[src/sv/bpa_pkg.sv]
// ----------------------------------------------------------------------------
// bpa_pkg
// Shared constants, codes and types of the buddy page allocator.
// ----------------------------------------------------------------------------
package bpa_pkg;

    // Sizes of the managed window and of the fields.
    localparam int NUM_PAGES    = 4096;
    localparam int ORDER_LEVELS = 11;
    localparam int PAGE_BITS    = 12;
    localparam int IDX_W        = $clog2(NUM_PAGES);
    localparam int LINK_W       = IDX_W + 1;
    localparam int ORD_W        = 4;
    localparam int FRAME_W      = 36;
    localparam int PFN_W        = FRAME_W + 1;
    localparam int ADDR_W       = 48;
    localparam int CNT_W        = 13;
    localparam int CFG_W        = 36;

    // The null link is the index one past the last page.
    localparam logic [LINK_W-1:0] NIL = LINK_W'(NUM_PAGES);

    // Operation kinds.
    localparam logic [1:0] KIND_ALLOC = 2'd0;
    localparam logic [1:0] KIND_FREE  = 2'd1;
    localparam logic [1:0] KIND_SEED  = 2'd2;

    // Status codes.
    localparam logic [1:0] ST_OK        = 2'd0;
    localparam logic [1:0] ST_NO_BLOCK  = 2'd1;
    localparam logic [1:0] ST_BAD_ORDER = 2'd2;
    localparam logic [1:0] ST_OUTSIDE   = 2'd3;

    // Configuration register indexes.
    localparam logic CFG_BASE  = 1'b0;
    localparam logic CFG_COUNT = 1'b1;

    // Per-page descriptor: free-block head mark and block order.
    typedef struct packed {
        logic             is_free;
        logic [ORD_W-1:0] ord;
    } desc_t;

    // Datapath commands issued by the controller.
    typedef enum logic [4:0] {
        CMD_IDLE,
        CMD_CLEAR,
        CMD_LOAD,
        CMD_ST_ORDER,
        CMD_ST_NOBLK,
        CMD_ST_RANGE,
        CMD_A_START,
        CMD_A_NEXT,
        CMD_A_TAKE,
        CMD_A_UNLINK,
        CMD_A_HALF,
        CMD_A_GRANT,
        CMD_PUSH1,
        CMD_PUSH2,
        CMD_F_START,
        CMD_F_CHK,
        CMD_F_BUD,
        CMD_F_MERGE,
        CMD_F_HOME,
        CMD_S_INIT,
        CMD_S_TOP,
        CMD_S_DOWN,
        CMD_S_FREE,
        CMD_S_STEP,
        CMD_OUT
    } cmd_t;

    // Datapath status seen by the controller.
    typedef struct packed {
        logic [1:0] kind;
        logic       order_bad;
        logic       frame_in_win;
        logic       head_hit;
        logic       cur_top;
        logic       split_more;
        logic       half_ok;
        logic       chk_free;
        logic       can_merge;
        logic       bud_in_win;
        logic       bud_match;
        logic       seed_more;
        logic       ord_shrink;
        logic       clr_done;
    } dp_flags_t;

endpackage

[src/sv/bpa_ctrl.sv]
// ----------------------------------------------------------------------------
// bpa_ctrl
// Sequencer that steps the datapath through alloc, free and seed operations.
// ----------------------------------------------------------------------------
module bpa_ctrl import bpa_pkg::*; (
    input  logic      clk,
    input  logic      rst_n,
    input  logic      in_valid,
    input  logic      out_stall,
    input  dp_flags_t flags,
    output cmd_t      cmd,
    output logic      in_stall,
    output logic      out_valid
);

    typedef enum logic [4:0] {
        S_CLEAR,
        S_IDLE,
        S_DISPATCH,
        S_A_SCAN,
        S_A_UNLINK,
        S_A_SPLIT,
        S_PUSH1,
        S_PUSH2,
        S_F_CHK,
        S_F_CHKW,
        S_F_BUD,
        S_F_BUDW,
        S_F_END,
        S_S_LOOP,
        S_S_ORD,
        S_DONE
    } state_t;

    state_t state_reg, state_next;
    logic   out_valid_reg, out_valid_next;

    // Next state and the command for this cycle.
    always_comb
    begin
        state_next     = state_reg;
        cmd            = CMD_IDLE;
        out_valid_next = out_valid_reg & out_stall;
        unique case (state_reg)
            S_CLEAR:
            begin
                if (flags.clr_done)
                begin
                    state_next = S_IDLE;
                end
                else
                begin
                    cmd = CMD_CLEAR;
                end
            end
            S_IDLE:
            begin
                if (in_valid)
                begin
                    cmd        = CMD_LOAD;
                    state_next = S_DISPATCH;
                end
            end
            S_DISPATCH:
            begin
                priority if (flags.kind == KIND_ALLOC)
                begin
                    if (flags.order_bad)
                    begin
                        cmd        = CMD_ST_ORDER;
                        state_next = S_DONE;
                    end
                    else
                    begin
                        cmd        = CMD_A_START;
                        state_next = S_A_SCAN;
                    end
                end
                else if (flags.kind == KIND_FREE)
                begin
                    priority if (flags.order_bad)
                    begin
                        cmd        = CMD_ST_ORDER;
                        state_next = S_DONE;
                    end
                    else if (!flags.frame_in_win)
                    begin
                        cmd        = CMD_ST_RANGE;
                        state_next = S_DONE;
                    end
                    else
                    begin
                        cmd        = CMD_F_START;
                        state_next = S_F_CHK;
                    end
                end
                else if (flags.kind == KIND_SEED)
                begin
                    cmd        = CMD_S_INIT;
                    state_next = S_S_LOOP;
                end
                else
                begin
                    state_next = S_DONE;
                end
            end
            // Alloc: find the smallest non-empty order at or above the request, take its head.
            S_A_SCAN:
            begin
                priority if (flags.head_hit)
                begin
                    cmd        = CMD_A_TAKE;
                    state_next = S_A_UNLINK;
                end
                else if (flags.cur_top)
                begin
                    cmd        = CMD_ST_NOBLK;
                    state_next = S_DONE;
                end
                else
                begin
                    cmd = CMD_A_NEXT;
                end
            end
            S_A_UNLINK:
            begin
                cmd        = CMD_A_UNLINK;
                state_next = S_A_SPLIT;
            end
            // Return upper halves to the lower orders.
            S_A_SPLIT:
            begin
                if (flags.split_more)
                begin
                    cmd        = CMD_A_HALF;
                    state_next = flags.half_ok ? S_PUSH1 : S_A_SPLIT;
                end
                else
                begin
                    cmd        = CMD_A_GRANT;
                    state_next = S_DONE;
                end
            end
            S_PUSH1:
            begin
                cmd        = CMD_PUSH1;
                state_next = S_PUSH2;
            end
            S_PUSH2:
            begin
                cmd        = CMD_PUSH2;
                state_next = (flags.kind == KIND_ALLOC) ? S_A_SPLIT : S_F_END;
            end
            // Free: skip a block that is already free, then merge upward.
            S_F_CHK:
            begin
                cmd        = CMD_F_CHK;
                state_next = S_F_CHKW;
            end
            S_F_CHKW:
            begin
                state_next = flags.chk_free ? S_F_END : S_F_BUD;
            end
            S_F_BUD:
            begin
                if (flags.can_merge && flags.bud_in_win)
                begin
                    cmd        = CMD_F_BUD;
                    state_next = S_F_BUDW;
                end
                else
                begin
                    cmd        = CMD_F_HOME;
                    state_next = S_PUSH1;
                end
            end
            S_F_BUDW:
            begin
                if (flags.bud_match)
                begin
                    cmd        = CMD_F_MERGE;
                    state_next = S_F_BUD;
                end
                else
                begin
                    cmd        = CMD_F_HOME;
                    state_next = S_PUSH1;
                end
            end
            S_F_END:
            begin
                if (flags.kind == KIND_SEED)
                begin
                    cmd        = CMD_S_STEP;
                    state_next = S_S_LOOP;
                end
                else
                begin
                    state_next = S_DONE;
                end
            end
            // Seed: carve the range into its largest aligned blocks.
            S_S_LOOP:
            begin
                if (flags.seed_more)
                begin
                    cmd        = CMD_S_TOP;
                    state_next = S_S_ORD;
                end
                else
                begin
                    state_next = S_DONE;
                end
            end
            S_S_ORD:
            begin
                if (flags.ord_shrink)
                begin
                    cmd = CMD_S_DOWN;
                end
                else
                begin
                    cmd        = CMD_S_FREE;
                    state_next = S_F_CHK;
                end
            end
            // Hand the result to the output register once it is free.
            S_DONE:
            begin
                if (!out_valid_reg || !out_stall)
                begin
                    cmd            = CMD_OUT;
                    out_valid_next = 1'b1;
                    state_next     = S_IDLE;
                end
            end
            default:
            begin
                state_next = S_IDLE;
            end
        endcase
    end

    // State and registered outputs.
    always_ff @(posedge clk or negedge rst_n)
    begin
        if (!rst_n)
        begin
            state_reg     <= S_CLEAR;
            out_valid_reg <= 1'b0;
        end
        else
        begin
            state_reg     <= state_next;
            out_valid_reg <= out_valid_next;
        end
    end

    assign in_stall  = (state_reg != S_IDLE);
    assign out_valid = out_valid_reg;

endmodule

[config.mk]
export PLATFORM = sky130hd
export DESIGN_NAME = bpa_ctrl
export DESIGN_NICKNAME = d
export VERILOG_FILES = /design/src/sv/bpa_pkg.sv /design/src/sv/bpa_ctrl.sv
export SDC_FILE = /design/constraint.sdc
export NUM_CORES = 1
export LEC_CHECK = 0
export BUFFER_PORTS_ARGS = -buffer_cell sky130_fd_sc_hd__buf_2
export CORE_AREA = 2 2 50 52
export CTS_CLUSTER_SIZE = 25
export DETAILED_ROUTE_END_ITERATION = 16
export DIE_AREA = 0 0 52 54
export PLACE_DENSITY_LB_ADDON = 0.15
export REMOVE_ABC_BUFFERS = 1
export SKIP_CTS_REPAIR_TIMING = 1
export SYNTH_ARGS = -nofsm -noshare
export SYNTH_HDL_FRONTEND = slang
export SYNTH_SLANG_ARGS = --single-unit
[constraint.sdc]
create_clock -name clk -period 1.7 [get_ports clk]
set_input_delay 0.17 -clock clk [delete_from_list [all_inputs] [get_ports clk]]
set_output_delay 0.17 -clock clk [all_outputs]
set_load 0.02 [all_outputs]
Yosys cells after proc, flatten, opt, wreduce, memory -nomap -nowiden --
Index checks and enable logic that the tools add are counted.
Cells by class: bitwise logic cells 1, muxes and demuxes 40, reductions and logical operators 7, equality and inequality tests 23
Operator list (count):
- $pmux W5 S16 | 1
- $pmux W5 S15 | 1
- $mux W5 | 14
- $eq A5 B4 Y1 const B | 8
- $mux W4 | 8
- $eq A5 B3 Y1 const B | 4
- $mux W2 | 7
- $mux W3 | 4
- $eq A5 B2 Y1 const B | 2
- $ne A2 B2 Y1 const B | 4
- $eq A5 B1 Y1 const B | 1
- $logic_not A5 Y1 | 1
- $mux W1 | 5
- $ne A5 B1 Y1 const B | 1
- $reduce_and A5 Y1 | 1
- $ne A3 B3 Y1 const B | 1
- $eq A2 B1 Y1 const B | 1
- $eq A2 B2 Y1 const B | 1
- $logic_not A1 Y1 | 2
- $logic_not A2 Y1 | 1
- $and A1 B1 Y1 | 1
- $logic_and A1 B1 Y1 | 1
- $logic_or A1 B1 Y1 | 1
Storage, ports and cells: register bits after elaboration 6, word-level logic and storage cells 73, output and inout port bits 7, bits of input ports 19

Depth between registers and ports, before layout --
depth in word-level cells 5, gate-level depth with buffers 7

Worst setup path before layout --
Ideal clock, no wire load.
path kind register -> output, from reg state_reg[3], to out cmd[0], cell stages (with the launch flop) 7, required time 1530 ps, slack -40 ps, buffers on the path 1, arrival 1570 ps, path through dfrtp_1 -> clkbuf_1 -> nor2b_1 -> and3_1 -> o21ai_1 -> nand2_1 -> or3_1
On the way: cells in the longest elaborated chain, start to end 2
RTL lines:
- from (decl) | line bpa_ctrl.sv:35 | state_t state_reg, state_next;
- from (signal assigned) | line bpa_ctrl.sv:254 | state_reg <= state_next;
- $eq A5 B4 Y1 (tied with other cells) | line bpa_ctrl.sv:44 | unique case (state_reg)
- $pmux W5 S15 * | line bpa_ctrl.sv:44
- to (decl) | line bpa_ctrl.sv:11 | output cmd_t cmd,
Every way passes the cells marked *; elsewhere a longest branch is shown, timed or not.

Worst setup path after layout --
from reg state_reg[2], to out cmd[0]
The elaborated chain is that of the path after synthesis.

==> impl_metrics.tcl <==
set metrics [dict create \
    numCtsBuffers 3 \
    timing.rr.end "state_reg[3]$_DFFE_PN0P_" \
    start_kind "flip-flop" \
    ant_nets 0 \
    drc 0 \
    largest_reg_flops 4 \
    gr-usage-met3_pct 3.333 \
    slowest_delay_ns 0.46 \
    violations "setup timing" \
    p_total_mw 2.754 \
    cts_tree "built" \
    cp_num_buf_inv 2 \
    cp_data_required_time_ns 1.53 \
    rows 18 \
    async_flop_share_pct 100.0 \
    grt_max_degree 18 \
    cts_num_sinks 5 \
    final_layout_size_suffix_gt1_share_pct 41.76 \
    synth.largest_area_cell "dfrtp_1" \
    reg2reg_from "state_reg[2]$_DFFE_PN0P_" \
    clkTransAtPathRegs_ns 0.05 \
    cp_slowest_cell "dfrtp_2" \
    ys_warn_count 0 \
    arrival_ns 1.86 \
    status "finished, violations left" \
    vias 1286 \
    fill_cells 236 \
    io_pins 26 \
    grt_pass1_wl_mm 4.905 \
    slew_headroom_pct 65.77 \
    fin_hold_ws_ns 0.2519 \
    fin_util_pct 58.47 \
    crit_path_max_fanout 8 \
    core-area_mm2 0.002320 \
    die_width_um 52 \
    fin_crit_sh_pct 119.3 \
    synthTopCellsByArea "dfrtp_1 15%, nand2_1 8.4%, o21ai_0 7.1%" \
    setup_viol 9 \
    drt_iter0_drc 59 \
    wl_per_cell_um 16.05 \
    fin_skew_ns 0.006569 \
    fmax_mhz 493.1 \
    power_density_mw_per_mm2 2031 \
    reg2reg_depth 7 \
    tns_ns -1.311 \
    drt_pass1_iterations 4 \
    die_y_um 54 \
    clock_path_buffers 2 \
    root_buffer "clkbuf_4" \
    hold_class "in -> async" \
    yosysUniqueCellTypes 41 \
    regArea_um2 130.1 \
    synth_area_um2 850.8 \
    port-buffer-count 25 \
    start_util_pct 36.68 \
    crit_family "simple AND/OR/NAND/NOR gates" \
    synth_ff_type "dfrtp_1" \
    dieArea_mm2 0.002808 \
    grt_use_total_pct 23.57 \
    synth.most_common_cell "nand2_1" \
    busiest_layer "met2" \
    r2r_setup_slack_ns -0.19 \
    cts_htree_levels 1 \
    cp_cell_sequence "buf_4, nor2_2, and4b_1, or2_4, or3_4, buf_6" \
    vias_per_cell 6.066 \
    antenna_cells 0 \
    grt_pass1_vias 1053 \
    dp_hpwl_mm 2.321 \
    area_delta_synth_final_pct 59.41 \
    multi_input_area_um2 693.2 \
    cp-end-kind "primary output" \
    overflow 0 \
    synth_commonest_cells "19 x nand2_1, 13 x nor2_1, 12 x o21ai_0" \
    period_needed_ns 2.028 \
    crit_type "reg -> out" \
    syn_area_per_cell_um2 6.545 \
    ir_drop_mv 0.8781 \
    antenna_found_initial 0 \
    maxSlewViolCount 0 \
    setup_slack_ns -0.3279 \
    cap_violations 0 \
    globalRouteMet2Util_pct 36.71 \
    drt-total-wl_mm 3.402 \
    globalRouteMet1Util_pct 31.46 \
    synthDominantCellAreaShare_pct 14.71 \
    clock_latency_ns 0.26 \
    tightest_slew_ns 0.5123 \
    p_leak_nw 0.6168 \
    preCtsSetupSlack_ns -0.08278 \
    rsz0062_at_grt "yes" \
    gp_congestion 0.9487 \
    synth_edf_count 0 \
    finalHoldViolations 0 \
    synth_seq_area_share_pct 14.71 \
    ys_ff_latch 5 \
    postSynthCellCount 130 \
    fin_nets 202 \
]
placed cells by master, fill, tap and decap left out, types with 2 or more instances in the layout:
cell type  Yosys  layout
a22o_1         3       3
buf_6          1       8
nand2b_1       2       2
nor2_1        13      12
inv_1          3       2
a21o_1         2       2
buf_8          0       2
nand3_1       10      10
a21oi_1        6       6
o2111ai_1      3       3
buf_2          2      21
nor2b_1        8       6
a31oi_1        4       4
o21ai_1        1       2
nor3_1         2       2
buf_4          0      26
nand2_1       19      19
o21ai_0       12      10
o31ai_1        2       2
clkbuf_4       0       3
dfrtp_2        0       4
o211ai_1       4       4
power breakdown:
group | leakage [nW] | total [mW] | internal (mW) | switching (mW)
clock | 0.0150 | 0.153 | 0.0897 | 0.0638
sequential | 0.0582 | 0.285 | 0.182 | 0.103
combinational | 0.544 | 2.32 | 1.17 | 1.14
total | 0.617 | 2.75 | 1.44 | 1.31
per-layer routing:
layer | up-vias | routed length (um)
li1 | 592 | -
met1 | 598 | 1411
met2 | 75 | 1618
met3 | 21 | 242
met4 | 0 | 129
met5 | - | 0
per-stage QoR:
| step | area [um2] | std cells |
|---|---|---|
| detailed placement | 1112 | 194 |
| global placement | 1112 | 194 |
| global route | 1356 | 212 |
| floorplan | 799.5 | 119 |
| finish | 1356 | 212 |
| CTS | 1139 | 198 |
cells by family after synthesis:
family	synth area share [%]
AO/OA/AOI/OAI	40.15
buffers and inverters	7.352
flip-flops	14.71
multiplexers	1.177
AND/OR/NAND/NOR	36.62
area by class of cell:
cell class / instances / area share, %
well taps: 30 / 2.768
flip-flops and latches: 5 / 9.594
repair buffers: 59 / 33.58
inverters: 3 / 1.015
clock buffers: 4 / 1.937
multi-input cells: 111 / 51.11
worst max-delay path by stage:
stage | startpoint | end | slack, ns | cells after the start
floorplan | state_reg[3]$_DFFE_PN0P_ | state_reg[1]$_DFFE_PN0P_ | -0.31 | 5
global placement | state_reg[1]$_DFFE_PN0P_ | cmd[0] | -0.04 | 6
detailed placement | state_reg[1]$_DFFE_PN0P_ | cmd[0] | -0.08 | 6
CTS | state_reg[1]$_DFFE_PN0P_ | cmd[0] | -0.35 | 6
global route | state_reg[2]$_DFFE_PN0P_ | cmd[0] | -0.34 | 5
finish | state_reg[2]$_DFFE_PN0P_ | cmd[0] | -0.33 | 6
(Power assumes the default switching activity.)
